===== config.mk =====
export PLATFORM = sky130hd
export DESIGN_NAME = record_block_deframer
export DESIGN_NICKNAME = d
export VERILOG_FILES = /design/src/hdl/rbd_pkg.sv /design/src/hdl/rbd_type_decode.sv /design/src/hdl/record_block_deframer.sv
export VERILOG_INCLUDE_DIRS = /design/src /design/src/hdl
export SDC_FILE = /design/constraint.sdc
export NUM_CORES = 1
export LEC_CHECK = 0
export BUFFER_PORTS_ARGS = -buffer_cell sky130_fd_sc_hd__buf_2
export CAP_MARGIN = 20
export CORE_ASPECT_RATIO = 0.75
export CORE_MARGIN = 3
export CORE_UTILIZATION = 60
export CTS_BUF_LIST = sky130_fd_sc_hd__clkbuf_8
export DETAILED_ROUTE_END_ITERATION = 8
export PLACE_DENSITY_LB_ADDON = 0.08
export SYNTH_ARGS = -nofsm -noshare
export SYNTH_HDL_FRONTEND = slang
export SYNTH_SLANG_ARGS = --single-unit

===== constraint.sdc =====
create_clock -name clk -period 32.6 [get_ports clk]
set_clock_uncertainty 0.1 [all_clocks]
set_input_delay 4.89 -clock clk [delete_from_list [all_inputs] [get_ports clk]]
set_output_delay 4.89 -clock clk [all_outputs]
set_load 0.01 [all_outputs]

===== src/hdl/record_block_deframer_defines.svh =====
// Assertion macros shared by the record block deframer RTL.
`ifndef RECORD_BLOCK_DEFRAMER_DEFINES_SVH
`define RECORD_BLOCK_DEFRAMER_DEFINES_SVH

`ifndef NO_ASSERTIONS

// Condition and consequence in the same cycle.
`define RBD_ASSERT_SAME(lbl, ante, cons) \
  lbl: assert property (@(posedge clk) disable iff (!rst_n) (ante) |-> (cons)) \
    else $error("record_block_deframer: check failed");

// Consequence in the cycle after the condition.
`define RBD_ASSERT_NEXT(lbl, ante, cons) \
  lbl: assert property (@(posedge clk) disable iff (!rst_n) (ante) |=> (cons)) \
    else $error("record_block_deframer: check failed");

`else

`define RBD_ASSERT_SAME(lbl, ante, cons)
`define RBD_ASSERT_NEXT(lbl, ante, cons)

`endif

`endif


===== src/hdl/rbd_pkg.sv =====
// Types, codes and constants of the record block deframer.
`default_nettype none

package rbd_pkg;

  // Configuration register indexes
  localparam logic CFG_NUMERIC_ELEMS = 1'b0;
  localparam logic CFG_TEXT_ELEMS    = 1'b1;

  localparam logic [9:0] NUMERIC_ELEMS_RESET = 10'd1000;
  localparam logic [9:0] TEXT_ELEMS_RESET    = 10'd105;

  // Type names as they appear in the header, first character in the top byte
  localparam logic [31:0] NAME_INTE = 32'h494E5445;
  localparam logic [31:0] NAME_REAL = 32'h5245414C;
  localparam logic [31:0] NAME_LOGI = 32'h4C4F4749;
  localparam logic [31:0] NAME_DOUB = 32'h444F5542;
  localparam logic [31:0] NAME_CHAR = 32'h43484152;
  localparam logic [31:0] NAME_MESS = 32'h4D455353;
  localparam logic [15:0] NAME_C0   = 16'h4330;
  localparam logic [7:0]  ASCII_ZERO = 8'h30;
  localparam logic [7:0]  ASCII_NINE = 8'h39;

  // Type codes
  localparam logic [2:0] TY_INTE = 3'd0;
  localparam logic [2:0] TY_REAL = 3'd1;
  localparam logic [2:0] TY_LOGI = 3'd2;
  localparam logic [2:0] TY_DOUB = 3'd3;
  localparam logic [2:0] TY_CHAR = 3'd4;
  localparam logic [2:0] TY_MESS = 3'd5;

  localparam logic [6:0] SIZE_WORD   = 7'd4;
  localparam logic [6:0] SIZE_DOUBLE = 7'd8;
  localparam logic [3:0] CHUNK_MAX   = 4'd8;

  // Result kinds
  typedef enum logic [1:0] {
    KIND_HEADER    = 2'd0,
    KIND_CHUNK     = 2'd1,
    KIND_BAD_TYPE  = 2'd2,
    KIND_TRUNCATED = 2'd3
  } kind_t;

  typedef struct packed {
    logic [7:0] data_byte;
    logic       end_of_file;
  } in_word_t;

  typedef struct packed {
    kind_t       kind;
    logic [63:0] keyword;
    logic [31:0] element_count;
    logic [2:0]  type_code;
    logic [6:0]  element_bytes;
    logic [63:0] chunk_value;
    logic [3:0]  chunk_bytes;
    logic        element_end;
    logic        block_end;
  } out_word_t;

  // Decoded block type
  typedef struct packed {
    logic       known;
    logic [2:0] code;
    logic [6:0] size;
  } type_info_t;

endpackage

`default_nettype wire


===== src/hdl/rbd_type_decode.sv =====
// Decoder of the four-character block type into type code and element size.
`default_nettype none

module rbd_type_decode (
  input  wire logic [31:0]       type_word,
  output rbd_pkg::type_info_t    info
);

  logic [7:0] digit_hi;
  logic [7:0] digit_lo;
  logic [6:0] text_size;
  logic       digits_ok;

  assign digit_hi = type_word[15:8];
  assign digit_lo = type_word[7:0];

  // Two decimal digits after C0 give the character length.
  always_comb begin
    digits_ok = (digit_hi inside {[rbd_pkg::ASCII_ZERO:rbd_pkg::ASCII_NINE]}) &&
                (digit_lo inside {[rbd_pkg::ASCII_ZERO:rbd_pkg::ASCII_NINE]});
    text_size = (7'(digit_hi[3:0]) * 7'd10) + 7'(digit_lo[3:0]);
  end

  // Match the fixed names first, then the sized character form.
  always_comb begin
    info = '0;
    case (type_word)
      rbd_pkg::NAME_INTE: info = '{1'b1, rbd_pkg::TY_INTE, rbd_pkg::SIZE_WORD};
      rbd_pkg::NAME_REAL: info = '{1'b1, rbd_pkg::TY_REAL, rbd_pkg::SIZE_WORD};
      rbd_pkg::NAME_LOGI: info = '{1'b1, rbd_pkg::TY_LOGI, rbd_pkg::SIZE_WORD};
      rbd_pkg::NAME_DOUB: info = '{1'b1, rbd_pkg::TY_DOUB, rbd_pkg::SIZE_DOUBLE};
      rbd_pkg::NAME_CHAR: info = '{1'b1, rbd_pkg::TY_CHAR, rbd_pkg::SIZE_DOUBLE};
      rbd_pkg::NAME_MESS: info = '{1'b1, rbd_pkg::TY_MESS, rbd_pkg::SIZE_DOUBLE};
      default: begin
        if ((type_word[31:16] == rbd_pkg::NAME_C0) && digits_ok && (text_size != 7'd0)) begin
          info = '{1'b1, rbd_pkg::TY_CHAR, text_size};
        end
      end
    endcase
  end

endmodule

`default_nettype wire


===== src/hdl/record_block_deframer.sv =====
// Record block deframer: parses a keyworded unformatted file one byte per word.
// Input channel in_*: one file byte and an end-of-file flag per word. The
// block accepts one word in every cycle unless in_stall is high.
// Result channel out_*: header, element chunk, bad type and truncated header
// results. A result caused by an accepted byte is registered in the output register, or
// in the skid register while the receiver stalls; bytes that cause no result give no word.
// Throughput is one byte per cycle while in_stall is low, set by the single per-byte update
// of the counters and shift registers between the input and the output register.
// A skid register behind the output register takes one more result while the
// receiver stalls; in_stall rises only while that skid register is occupied.
// Configuration port cfg_*: index 0 sets elements per numeric record, index 1
// elements per text record; cfg_ready is always high and a new value is used
// from the next data record head.
// Reset (rst_n low, synchronous) returns the parser to the lead marker of a new
// file, sets the registers to 1000 and 105 and empties the output stages.
// A byte flagged end_of_file returns the parser to that same start state.
`default_nettype none

`include "record_block_deframer_defines.svh"

module record_block_deframer (
  input  wire logic                clk,
  input  wire logic                rst_n,
  input  wire logic                in_valid,
  output logic                     in_stall,
  input  wire rbd_pkg::in_word_t   in_data,
  output logic                     out_valid,
  input  wire logic                out_stall,
  output rbd_pkg::out_word_t       out_data,
  input  wire logic                cfg_valid,
  output logic                     cfg_ready,
  input  wire logic                cfg_index,
  input  wire logic [9:0]          cfg_data
);

  typedef enum logic [6:0] {
    PH_LEAD  = 7'b0000001,
    PH_HEAD  = 7'b0000010,
    PH_HTAIL = 7'b0000100,
    PH_RHEAD = 7'b0001000,
    PH_DATA  = 7'b0010000,
    PH_RTAIL = 7'b0100000,
    PH_WAIT  = 7'b1000000
  } phase_t;

  // Parser state
  phase_t      phase_r, phase_nxt;
  logic [4:0]  pbc_r, pbc_nxt;
  logic [63:0] keyword_r, keyword_nxt;
  logic [31:0] count_r, count_nxt;
  logic [31:0] type_word_r, type_word_nxt;
  logic [31:0] block_left_r, block_left_nxt;
  logic [9:0]  record_left_r, record_left_nxt;
  logic [6:0]  elem_byte_r, elem_byte_nxt;
  logic [6:0]  elem_size_r, elem_size_nxt;
  logic [2:0]  cur_type_r, cur_type_nxt;
  logic [63:0] acc_r, acc_nxt;
  logic [3:0]  fill_r, fill_nxt;

  // Configuration registers
  logic [9:0]  numeric_elems_r;
  logic [9:0]  text_elems_r;

  // Output register and skid register
  logic                out_valid_r, out_valid_nxt;
  rbd_pkg::out_word_t  out_word_r, out_word_nxt;
  logic                skid_valid_r, skid_valid_nxt;
  rbd_pkg::out_word_t  skid_word_r, skid_word_nxt;

  logic                take_in;
  logic                out_fire;
  logic                res_valid;
  rbd_pkg::out_word_t  res;
  rbd_pkg::type_info_t type_info;
  logic [31:0]         type_word_full;

  // Data phase helpers
  logic [63:0] acc_new;
  logic [3:0]  fill_new;
  logic [6:0]  elem_byte_new;
  logic        elem_done;
  logic        block_done;
  logic        emit;
  logic [31:0] block_dec;
  logic [9:0]  record_dec;
  logic [9:0]  rec_limit;
  logic [9:0]  rec_limit_eff;

  assign take_in   = in_valid && !in_stall;
  assign out_fire  = out_valid_r && !out_stall;
  assign in_stall  = skid_valid_r;
  assign out_valid = out_valid_r;
  assign out_data  = out_word_r;
  assign cfg_ready = 1'b1;

  // The type word as it stands once the current header byte is shifted in.
  assign type_word_full = {type_word_r[23:0], in_data.data_byte};

  rbd_type_decode u_type_decode (
    .type_word (type_word_full),
    .info      (type_info)
  );

  // Element and chunk bookkeeping for a data byte.
  always_comb begin
    acc_new       = {acc_r[55:0], in_data.data_byte};
    fill_new      = fill_r + 4'd1;
    elem_byte_new = elem_byte_r + 7'd1;
    elem_done     = elem_byte_new >= elem_size_r;
    block_dec     = (block_left_r != 32'd0) ? (block_left_r - 32'd1) : block_left_r;
    record_dec    = (record_left_r != 10'd0) ? (record_left_r - 10'd1) : record_left_r;
    block_done    = elem_done && (block_dec == 32'd0);
    if (cur_type_r == rbd_pkg::TY_LOGI) begin
      emit = elem_done;
    end else begin
      emit = elem_done || (fill_new >= rbd_pkg::CHUNK_MAX);
    end
    rec_limit     = (cur_type_r >= rbd_pkg::TY_CHAR) ? text_elems_r : numeric_elems_r;
    rec_limit_eff = (rec_limit == 10'd0) ? 10'd1 : rec_limit;
  end

  // Per-byte parser step.
  always_comb begin
    phase_nxt       = phase_r;
    pbc_nxt         = pbc_r;
    keyword_nxt     = keyword_r;
    count_nxt       = count_r;
    type_word_nxt   = type_word_r;
    block_left_nxt  = block_left_r;
    record_left_nxt = record_left_r;
    elem_byte_nxt   = elem_byte_r;
    elem_size_nxt   = elem_size_r;
    cur_type_nxt    = cur_type_r;
    acc_nxt         = acc_r;
    fill_nxt        = fill_r;
    res_valid       = 1'b0;
    res             = '0;

    if (take_in) begin
      case (phase_r)
        PH_LEAD: begin
          if (pbc_r == 5'd3) begin
            phase_nxt = PH_HEAD;
            pbc_nxt   = 5'd0;
          end else begin
            pbc_nxt = pbc_r + 5'd1;
          end
        end

        PH_HEAD: begin
          if (pbc_r < 5'd8) begin
            keyword_nxt = {keyword_r[55:0], in_data.data_byte};
          end else if (pbc_r < 5'd12) begin
            count_nxt = {count_r[23:0], in_data.data_byte};
          end else begin
            type_word_nxt = type_word_full;
          end
          if (pbc_r == 5'd15) begin
            pbc_nxt   = 5'd0;
            res_valid = 1'b1;
            res.keyword       = keyword_r;
            res.element_count = count_r;
            if (type_info.known) begin
              cur_type_nxt      = type_info.code;
              elem_size_nxt     = type_info.size;
              block_left_nxt    = count_r;
              res.kind          = rbd_pkg::KIND_HEADER;
              res.type_code     = type_info.code;
              res.element_bytes = type_info.size;
              phase_nxt         = PH_HTAIL;
            end else begin
              res.kind  = rbd_pkg::KIND_BAD_TYPE;
              phase_nxt = PH_WAIT;
            end
          end else begin
            pbc_nxt = pbc_r + 5'd1;
            if (in_data.end_of_file) begin
              res_valid = 1'b1;
              res.kind  = rbd_pkg::KIND_TRUNCATED;
            end
          end
        end

        PH_HTAIL, PH_RTAIL: begin
          if (pbc_r == 5'd3) begin
            pbc_nxt   = 5'd0;
            phase_nxt = (block_left_r == 32'd0) ? PH_LEAD : PH_RHEAD;
          end else begin
            pbc_nxt = pbc_r + 5'd1;
          end
        end

        PH_RHEAD: begin
          if (pbc_r == 5'd3) begin
            pbc_nxt         = 5'd0;
            record_left_nxt = (block_left_r < 32'(rec_limit_eff)) ? block_left_r[9:0]
                                                                   : rec_limit_eff;
            elem_byte_nxt   = 7'd0;
            acc_nxt         = 64'd0;
            fill_nxt        = 4'd0;
            phase_nxt       = PH_DATA;
          end else begin
            pbc_nxt = pbc_r + 5'd1;
          end
        end

        PH_DATA: begin
          if (elem_done) begin
            elem_byte_nxt   = 7'd0;
            block_left_nxt  = block_dec;
            record_left_nxt = record_dec;
            if ((record_dec == 10'd0) || block_done) begin
              phase_nxt = PH_RTAIL;
              pbc_nxt   = 5'd0;
            end
          end else begin
            elem_byte_nxt = elem_byte_new;
          end
          if (emit) begin
            res_valid         = 1'b1;
            res.kind          = rbd_pkg::KIND_CHUNK;
            res.keyword       = keyword_r;
            res.element_count = count_r;
            res.type_code     = cur_type_r;
            res.element_bytes = elem_size_r;
            if (cur_type_r == rbd_pkg::TY_LOGI) begin
              res.chunk_value = {63'd0, (acc_new != 64'd0)};
            end else begin
              res.chunk_value = acc_new;
            end
            res.chunk_bytes = fill_new;
            res.element_end = elem_done;
            res.block_end   = block_done;
            acc_nxt         = 64'd0;
            fill_nxt        = 4'd0;
          end else begin
            acc_nxt  = acc_new;
            fill_nxt = fill_new;
          end
        end

        PH_WAIT: begin
          phase_nxt = PH_WAIT;
        end

        default: begin
          phase_nxt = PH_LEAD;
        end
      endcase

      // The last byte of a file leaves the parser ready for a new file.
      if (in_data.end_of_file) begin
        phase_nxt       = PH_LEAD;
        pbc_nxt         = 5'd0;
        keyword_nxt     = 64'd0;
        count_nxt       = 32'd0;
        type_word_nxt   = 32'd0;
        block_left_nxt  = 32'd0;
        record_left_nxt = 10'd0;
        elem_byte_nxt   = 7'd0;
        elem_size_nxt   = 7'd0;
        cur_type_nxt    = 3'd0;
        acc_nxt         = 64'd0;
        fill_nxt        = 4'd0;
      end
    end
  end

  // Output register with a skid register behind it.
  always_comb begin
    out_valid_nxt  = out_valid_r;
    out_word_nxt   = out_word_r;
    skid_valid_nxt = skid_valid_r;
    skid_word_nxt  = skid_word_r;
    if (!out_valid_r || out_fire) begin
      if (skid_valid_r) begin
        out_valid_nxt  = 1'b1;
        out_word_nxt   = skid_word_r;
        skid_valid_nxt = 1'b0;
      end else if (res_valid) begin
        out_valid_nxt = 1'b1;
        out_word_nxt  = res;
      end else begin
        out_valid_nxt = 1'b0;
      end
    end else if (res_valid) begin
      skid_valid_nxt = 1'b1;
      skid_word_nxt  = res;
    end
  end

  // Parser and handshake registers.
  always_ff @(posedge clk) begin
    if (!rst_n) begin
      phase_r       <= PH_LEAD;
      pbc_r         <= 5'd0;
      keyword_r     <= 64'd0;
      count_r       <= 32'd0;
      type_word_r   <= 32'd0;
      block_left_r  <= 32'd0;
      record_left_r <= 10'd0;
      elem_byte_r   <= 7'd0;
      elem_size_r   <= 7'd0;
      cur_type_r    <= 3'd0;
      acc_r         <= 64'd0;
      fill_r        <= 4'd0;
      out_valid_r   <= 1'b0;
      skid_valid_r  <= 1'b0;
    end else begin
      phase_r       <= phase_nxt;
      pbc_r         <= pbc_nxt;
      keyword_r     <= keyword_nxt;
      count_r       <= count_nxt;
      type_word_r   <= type_word_nxt;
      block_left_r  <= block_left_nxt;
      record_left_r <= record_left_nxt;
      elem_byte_r   <= elem_byte_nxt;
      elem_size_r   <= elem_size_nxt;
      cur_type_r    <= cur_type_nxt;
      acc_r         <= acc_nxt;
      fill_r        <= fill_nxt;
      out_valid_r   <= out_valid_nxt;
      skid_valid_r  <= skid_valid_nxt;
    end
  end

  // Result payload registers.
  always_ff @(posedge clk) begin
    out_word_r  <= out_word_nxt;
    skid_word_r <= skid_word_nxt;
  end

  // Configuration registers.
  always_ff @(posedge clk) begin
    if (!rst_n) begin
      numeric_elems_r <= rbd_pkg::NUMERIC_ELEMS_RESET;
      text_elems_r    <= rbd_pkg::TEXT_ELEMS_RESET;
    end else if (cfg_valid && cfg_ready) begin
      case (cfg_index)
        rbd_pkg::CFG_NUMERIC_ELEMS: numeric_elems_r <= cfg_data;
        rbd_pkg::CFG_TEXT_ELEMS:    text_elems_r    <= cfg_data;
        default: begin
          numeric_elems_r <= numeric_elems_r;
        end
      endcase
    end
  end

  // The skid register is only ever filled behind a full output register.
  `RBD_ASSERT_SAME(a_skid_behind_out, skid_valid_r, out_valid_r)
  // Element chunks come only from the data phase.
  `RBD_ASSERT_SAME(a_chunk_in_data, res_valid && (res.kind == rbd_pkg::KIND_CHUNK), phase_r == PH_DATA)
  // A chunk never holds more than eight bytes.
  `RBD_ASSERT_SAME(a_fill_bound, phase_r == PH_DATA, fill_r < rbd_pkg::CHUNK_MAX)
  // The data phase always has elements left in the record and in the block.
  `RBD_ASSERT_SAME(a_data_left, phase_r == PH_DATA, (record_left_r != 10'd0) && (block_left_r != 32'd0))
  // The end of a file restarts at the lead marker.
  `RBD_ASSERT_NEXT(a_eof_restart, take_in && in_data.end_of_file, (phase_r == PH_LEAD) && (pbc_r == 5'd0))

endmodule

`default_nettype wire

Yosys cells after proc, flatten, opt, wreduce, memory -nomap -nowiden
Cells that the tools add are included.
{"block": "word_totals", "reg_bits": 629, "inputBits": 25, "output_inout_bits": 181, "elab_cells": 210}
{"block": "classes", "add_sub_neg": 6, "multipliers": 1, "order_cmp": 10, "eq_ne": 26, "mux": 83, "n_bitwise": 3, "reduce_logical": 47}
{"cell": "$mux W178", "n": 3}
{"cell": "$mux W32", "n": 9}
{"cell": "$mux W64", "n": 4}
{"cell": "$pmux W108 S2", "n": 1}
{"cell": "$eq A32 B31 Y1 const B", "n": 6}
{"cell": "$mux W177", "n": 1}
{"cell": "$mux W56", "n": 3}
{"cell": "$pmux W56 S2", "n": 1}
{"cell": "$mux W106", "n": 1}
{"cell": "$mux W7", "n": 15}
{"cell": "$mux W24", "n": 4}
{"cell": "$mux W10", "n": 8}
{"cell": "$mux W70", "n": 1}
{"cell": "$pmux W11 S6", "n": 1}
{"cell": "$logic_not A32 Y1", "n": 2}
{"cell": "$pmux W32 S2", "n": 1}
{"cell": "$reduce_bool A64 Y1", "n": 1}
{"cell": "$pmux W7 S6", "n": 1}
{"cell": "$lt A32 B10 Y1", "n": 1}
{"cell": "$reduce_bool A32 Y1", "n": 1}
{"cell": "$sub A32 B1 Y32 const B", "n": 1}
{"cell": "$mux W5", "n": 5}
{"cell": "$ne A3 B3 Y1 const B", "n": 7}
{"cell": "$logic_not A10 Y1", "n": 2}
{"cell": "other kinds (50)", "n": 96}

Depth between registers and ports, before layout
Gate-level depths: netlist of run 1.
{"block": "logic_depth", "depth_word": 13, "mapped_depth": 14, "mapped_depth_nobuf": 12}

By module
Synthesis of run 1 repeated with hierarchy kept, for this count alone.
{"block": "unflattened", "cells_unflattened": 2515, "hier_area_um2": 27371.3}
{"mod": "record_block_deframer", "n_inst": 1, "cells_per_inst": 2413, "area_per_inst_um2": 26621.8, "seq_area_each_um2": 16155.5}
{"mod": "rbd_type_decode", "n_inst": 1, "cells_per_inst": 102, "area_per_inst_um2": 749.5, "seq_area_each_um2": 0.0}

Worst setup path before layout of run 1
Ideal clock, no wire load.
{"block": "synth_path", "path_kind": "input-to-reg", "from": "in in_data[0] (netlist bit)", "to": "reg skid_word_r[0] (netlist bit), enable pin", "setup_ps": 970, "arrival_ps": 18281, "t_required_ps": 31530, "slack_ps": 13248, "cell_stages": 4, "n_path_buf": 1, "cell_sequence": "clkbuf_1 nor2_1 o22ai_1 nor3b_1"}
{"block": "synth_via", "elab_chain_cells": 5}
{"element": "start, declared", "line_no": "record_block_deframer.sv:26", "source": "input wire rbd_pkg::in_word_t in_data,"}
{"element": "$mux W1", "line_no": "record_block_deframer.sv:177", "source": "if (in_data.end_of_file) begin"}
{"element": "$mux W1", "line_no": "record_block_deframer.sv:158", "source": "if (pbc_r == 5'd15) begin"}
{"element": "$pmux W1 S2", "line_no": "record_block_deframer.sv:140", "source": "case (phase_r)"}
{"element": "$mux W1", "line_no": "record_block_deframer.sv:139", "source": "if (take_in) begin"}
{"element": "$reduce_and A2 Y1 (no source line)"}
{"element": "end signal, assigned", "line_no": "record_block_deframer.sv:330", "source": "skid_word_r <= skid_word_nxt;"}
{"element": "end, declared", "line_no": "record_block_deframer.sv:68", "source": "rbd_pkg::out_word_t skid_word_r, skid_word_nxt;"}
No other way between the ends.
A chain may end at the register's enable or synchronous reset.

Worst setup path after layout of run 1
{"block": "layout_path", "from": "in in_data[2] (netlist bit)", "to": "reg block_left_r[26]"}
{"block": "layout_via", "elab_chain_cells": 9, "elab_cells_between_ends": 18, "cone_classes": "add/sub (1); order compare (2); eq/ne (7); mux (2); reduce/logical (6)"}
{"element": "branches (longest 6 deep; another with $add A7 B4 Y7)"}
{"element": "$pmux W11 S6 (*)", "line_no": "rbd_type_decode.sv:27", "source": "case (type_word)"}
{"element": "$ne A3 B3 Y1 (no source line) (*)"}
{"element": "$reduce_and A5 Y1 (no source line) (*)"}
{"element": "end signal, assigned", "line_no": "record_block_deframer.sv:315", "source": "block_left_r <= block_left_nxt;"}
{"element": "end, declared", "line_no": "record_block_deframer.sv:52", "source": "logic [31:0] block_left_r, block_left_nxt;"}
Mark *: on every way between the ends.

==> impl_metrics.toml, run 1 <==
[outcome]
status = "complete, no violations"

[layout]
nets = 2695
nFillCells = 3334
drive_gt1_frac = 0.1493
final_cell_area_um2 = 30360
fin_util = 0.6897
syn_to_final_growth_pct = 11.96
n_antenna_cell = 0

[clock_network]
clk_pin_slew_ns = 0.06
clkSinkCount = 629
cts_tree = "yes"
cts_buffers = 94
clk_latency_ns = 0.70
cts_hold_buf = 0
cts_buffer_depth = 3
clockRootBuffer = "clkbuf_8"
postCtsResizedCells = 0
cts_max_level = 3
post_cts_buffers = 0

[yosys]
synth_xor_area_frac = 0.009044
ys_types = 85
ys_seq_elements = 629
synth_sequential_area_ratio = 0.5958
yosys.area.top_type = "edfxtp_1"
synth_compound_area_frac = 0.1461
synth_edf_count = 356
synthesis.area_um2 = 27110
synthAdderAreaFrac = 0.01486
ys.flop_type = "edfxtp_1"
ys_top_cells_by_count = "edfxtp_1 (356), dfxtp_1 (273), nand2_1 (226), nor2_1 (194)"
synth_most_common_cell = "edfxtp_1"
ys_warn_count = 0
postSynthCellCount = 2487
synth_nets = 2543
synthTopCellsByArea = "edfxtp_1 (39%), dfxtp_1 (20%), and2_1 (3.7%), nand2_1 (3.1%), a22o_1 (3.1%)"
synthMuxAreaShare = 0.01744
synth_top_family_by_area = "simple AND/OR/NAND/NOR gates"
synth-simple-area-share = 0.1864
netlist.area_leader.share = 0.3943
synth_area_per_cell_um2 = 10.90
async_flop_share = 0

[worst_hold_path]
min_from = "keyword_r[56]$_SDFFE_PN0P_"
worstHoldEndpoint = "keyword_r[56]$_SDFFE_PN0P_"
hold_class = "reg -> reg"
worst_hold_path.num_cells = 2

[worst_setup_path]
cp-end-kind = "register"
rrSetupSlack_ns = 27.16
reg2reg_depth = 15
required_ns = 33.10
path_class = "in -> reg"
cp_data_arrival_time_ns = 8.79
r2r_start = "elem_byte_r[0]$_SDFFE_PN0P_"
worstPathMaxFanout = 22
cp-start-kind = "input pin"
r2r-end = "out_data[154]$_DFFE_PP_"

[sta]
finalCritPeriodShare = 0.2542
hold_ws_ns = 0.3643
period_needed_ns = 8.288
setup_tns_ns = 0
hold_violations = 0
worst_slew_pin_slew_ns = 1.127
rsz0062_at_grt = "false"
max-slew-margin-rel = 0.2420
fmax_mhz = 120.7
setup_viol = 0
layout_setup_ws_ns = 24.31
finalMaxSlewViolations = 0

[drt]
vias_per_cell = 6.218
ant_nets = 0
vias = 20500
drt_iter0_drc = 2125
remaining_drc_errors = 0
finalWirelength_um = 69100
wl_per_cell_um = 20.96
firstDrtPassIters = 7

[pwr]
p_per_area_nw_per_um2 = 50.49
leakage_nw = 12.05
vdd_drop_max_mv = 0.02835

[grt]
grt_max_degree = 115
grtUsageTotal = 0.2881
grt.overflow.total = 0
grt_pass1_vias = 19340
grt_pass1_wl_um = 110000
antenna_found_initial = 1

[die]
start_util = 0.6160
fp.coreArea_um2 = 44010
placementRows = 66
dieArea_um2 = 47800
die_x_um = 251.5
die_height_um = 190.1
ios = 206

[flow_run]
maxCapViolations = 0

[placed_design]
dpl_worst_slack_ns = 23.76
gp_congestion = 0.9404
portBuffers = 204
hpwl_um = 44800
place_area_um2 = 28490
[worst max-delay path: stages]
cell     delay (ns)
buf_2          0.24
ha_1           0.22
inv_1          0.06
fa_1           0.42
nor2b_1        0.12
o21ai_0        0.10
xnor2_1        0.32
o41ai_2        0.19
a41oi_1        0.58
o21a_1         0.85
nand2_1        0.48
o21ai_0        0.30
[layout make-up]
type                            instances  area (um^2)  area share
Clock buffer                          113         1555     0.05123
Multi-Input combinational cell       1648        10230      0.3369
Tap cell                              578        723.2     0.02382
Clock inverter                         63        305.3     0.01006
Sequential cell                       629        16160      0.5323
Timing Repair Buffer                  238         1276     0.04204
Inverter                               28        110.1    0.003627
[cell families (layout without fill, tap and decap cells)]
group	count (synthesis)	in the layout
compound gates	572	572
xor+xnor	28	28
fa+ha+maj	31	31
other cells	1	1
simple gates	969	969
mux	47	47
buf+inv	210	442
flops	629	629
[how the worst max path moves through the flow]
| stage | slack [ns] | startpoint | cells after the start | endpoint |
|---|---|---|---|---|
| after floorplan | 13.25 | in_data[0] | 4 | skid_word_r[0]$_DFFE_PP_ |
| after global placement | 23.97 | in_data[2] | 12 | block_left_r[17]$_SDFFE_PN0P_ |
| after detailed placement | 23.76 | in_data[2] | 12 | block_left_r[26]$_SDFFE_PN0P_ |
| after CTS | 24.48 | in_data[2] | 12 | block_left_r[26]$_SDFFE_PN0P_ |
| after global routing | 24.12 | in_data[2] | 12 | block_left_r[26]$_SDFFE_PN0P_ |
| final | 24.31 | in_data[2] | 12 | block_left_r[26]$_SDFFE_PN0P_ |
[sequential cells by signal, indices dropped and copies added, names as in the netlist]
name,flops
acc_r,56
block_left_r,32
count_r,32
cur_type_r,3
elem_byte_r,7
elem_size_r,7
fill_r,4
in_stall,1
keyword_r,64
numeric_elems_r,10
out_data,178
out_valid,1
pbc_r,5
phase_r,7
record_left_r,10
skid_word_r,178
text_elems_r,10
type_word_r,24
[report_power, final]
| group | internal [W] | switching [W] |
|---|---|---|
| combinational | 0.0000190 | 0.0000468 |
| clock | 0.000324 | 0.000305 |
| sequential | 0.000834 | 0.00000475 |
| total | 0.00118 | 0.000356 |
[metrics by stage]
step                cells   power, W
floorplan            2487  0.0008999
global placement     3120  0.0009177
detailed placement   3120  0.0009192
CTS                  3296   0.001538
global route         3297   0.001584
finish               3297   0.001533
[per-layer routing]
| metal | wire length, um | vias up | GRT usage |
|---|---|---|---|
| li1 | - | 9544 | - |
| met1 | 32420 | 10070 | 0.4399 |
| met2 | 30330 | 778 | 0.4236 |
| met3 | 5009 | 109 | 0.05699 |
| met4 | 1326 | 2 | 0.07291 |
| met5 | 13 | - | 0 |
[cells in the final DEF, fill, tap and decap left out, types with 21 or more instances in the layout]
cell / n
nor2_1: 192
a21oi_1: 160
nor3b_1: 21
o21ai_0: 44
nand4_1: 102
nand3_1: 69
ha_1: 29
nor3_1: 54
dfxtp_1: 272
clkbuf_8: 113
a22oi_1: 66
buf_2: 204
nand2_1: 225
inv_1: 71
edfxtp_1: 356
a21o_1: 89
buf_4: 34
a22o_1: 95
mux2i_1: 45
and2_1: 159
nor4_1: 32
No activity file was read; power rests on OpenSTA's default activity.
==> run 2: changes to the inputs <==
ABC_AREA = 1   (was unset)
clock period = 8 ns   (was 32.6 ns; I/O delays follow)
==> impl_metrics.toml, run 2 <==
[clock_network]
clk_pin_slew_ns = 0.06
clkSinkCount = 629
cts_max_level = 3
postCtsResizedCells = 0
cts_buffer_depth = 3
clockRootBuffer = "clkbuf_8"
cts_buffers = 93
cts_hold_buf = 0
cts_tree = "yes"
post_cts_buffers = 0
clk_latency_ns = 0.70

[yosys]
netlist.area_leader.share = 0.3843
ys_warn_count = 0
postSynthCellCount = 3034
synth_sequential_area_ratio = 0.5808
ys_seq_elements = 629
synth_area_per_cell_um2 = 9.167
yosys.area.top_type = "edfxtp_1"
synth_nets = 3090
synth_edf_count = 356
synth_most_common_cell = "nand2_1"
ys_types = 50
ys_top_cells_by_count = "nand2_1 (594), edfxtp_1 (356), inv_1 (285), dfxtp_1 (273), nor2_1 (268)"
async_flop_share = 0
ys.flop_type = "edfxtp_1"
synthesis.area_um2 = 27810
synthTopCellsByArea = "edfxtp_1 (38%), dfxtp_1 (20%), nand2_1 (8.0%), a21oi_1 (4.5%), inv_1 (3.8%)"

[worst_setup_path]
worstPathMaxFanout = 65
cp-end-kind = "register"
required_ns = 8.21
cp_slowest_stage_delay_ns = 0.73
crit_path_cell_trace = "ha_1, nand3_1, nand3b_1, xnor2_1, ha_1, nand2_1, o21a_1, nand3_1, a21oi_4, buf_4, nor2_1, nor2_4, inv_2, o21ai_0, a21boi_4, buf_4, buf_4"
slowest_stage = "buf_4"
path_class = "reg -> reg"
cp_top_family = "buffers and inverters"
cpMostUsedCell = "buf_4"
path_buf_inv = 4
cp_data_arrival_time_ns = 6.23
cp-start-kind = "register"

[layout]
mostFrequentLayoutCells = "nand2_1 (593), edfxtp_1 (356), inv_1 (327)"
final_common_cell = "nand2_1"
final_cell_area_um2 = 31010
nFillCells = 3587
regArea_um2 = 16160
fin_util = 0.6863
nets = 3245
multi_input_area_um2 = 9916
drive_gt1_frac = 0.1182
syn_to_final_growth_pct = 11.49
layoutNonFillerInstCount = 3854

[sta]
setup_tns_ns = 0
worst_slew_pin_slew_ns = 1.071
layout_setup_ws_ns = 1.984
max-slew-margin-rel = 0.2854
hold_violations = 0
period_needed_ns = 6.016
finalCritPeriodShare = 0.7520
finalMaxSlewViolations = 0
setup_viol = 0
fmax_mhz = 166.2
rsz0062_at_grt = "false"

[die]
die_x_um = 254.6
placementRows = 67
start_util = 0.6156
fp.coreArea_um2 = 45180
die_height_um = 192.5
dieArea_um2 = 49000
ios = 206

[drt]
drt_iter0_drc = 2490
vias = 22060
firstDrtPassIters = 6
finalWirelength_um = 71290
wl_per_cell_um = 18.50
vias_per_cell = 5.724
ant_nets = 0
remaining_drc_errors = 0

[grt]
grt.overflow.total = 0
antenna_found_initial = 1
grt_max_degree = 128
grt_pass1_vias = 20270
grt_pass1_wl_um = 111300
grtUsageTotal = 0.2882

[placed_design]
gp_congestion = 0.9788
hpwl_um = 47350
portBuffers = 204
dpl_worst_slack_ns = 2.021
place_area_um2 = 29110
dp.cells = 3675

[worst_hold_path]
hold_class = "reg -> reg"

[outcome]
status = "complete, no violations"

[flow_run]
maxCapViolations = 0

[pwr]
vdd_drop_max_mv = 0.1726
p_per_area_nw_per_um2 = 214.6
leakage_nw = 13.20
[run 2: report_power, final]
| group | internal (W) | switching, W |
|---|---|---|
| Combinational | 0.000188 | 0.000453 |
| Sequential | 0.00345 | 0.0000567 |
| Clock | 0.00126 | 0.00124 |
| Total | 0.00490 | 0.00175 |
[run 2: layer usage]
layer | track usage | part of all wire | vias to the layer above
li1 | - | - | 10650
met1 | 0.4442 | 0.47 | 10420
met2 | 0.4091 | 0.42 | 889
met3 | 0.06723 | 0.091 | 101
met4 | 0.07406 | 0.016 | 2
met5 | 0 | 0.00011 | -
[run 2: kinds of logic (layout without fill, tap and decap cells)]
kind of cell	Yosys count	count (layout)	synth area share
adder cells (fa/ha/maj)	31	31	0.01449
AO/OA/AOI/OAI	622	622	0.1310
flip-flops	629	629	0.5808
other	1	2	0.0001348
buffers and inverters	462	695	0.06437
AND/OR/NAND/NOR	1257	1257	0.1991
XOR/XNOR	32	32	0.01008
[run 2: cell type report]
class | count | share of cell area
antenna | 1 | 0.00008069
clock buffer | 100 | 0.04438
clock inverter | 73 | 0.01327
inverter | 291 | 0.03542
multi-input combinational | 1943 | 0.3197
sequential | 629 | 0.5211
tap | 586 | 0.02364
timing repair buffer | 231 | 0.04236
[run 2: worst paths after layout]
path,start,endpoint,slack (ns),cells after the start
setup / recovery,elem_byte_r[0]$_SDFFE_PN0P_,out_data[104]$_DFFE_PP_,1.98,17
hold / removal,text_elems_r[8]$_SDFFE_PN0P_,text_elems_r[8]$_SDFFE_PN0P_,0.36,2
setup reg to reg,elem_byte_r[0]$_SDFFE_PN0P_,out_data[104]$_DFFE_PP_,1.98,17
hold reg to reg,text_elems_r[8]$_SDFFE_PN0P_,text_elems_r[8]$_SDFFE_PN0P_,0.36,2
[run 2: tightest hold or removal path: stages, from the launching register on]
cell     delay [ns]
dfxtp_1        0.30
inv_1          0.06
a21oi_1        0.06
[run 2: per-stage QoR]
step | hold slack [ns] | total power [W]
2_1_floorplan | 0.3236 | 0.004030
3_3_place_gp | 0.3350 | 0.004186
3_5_place_dp | 0.3499 | 0.004199
4_1_cts | 0.3626 | 0.006688
5_1_grt | 0.3785 | 0.006928
6_report | 0.3622 | 0.006655
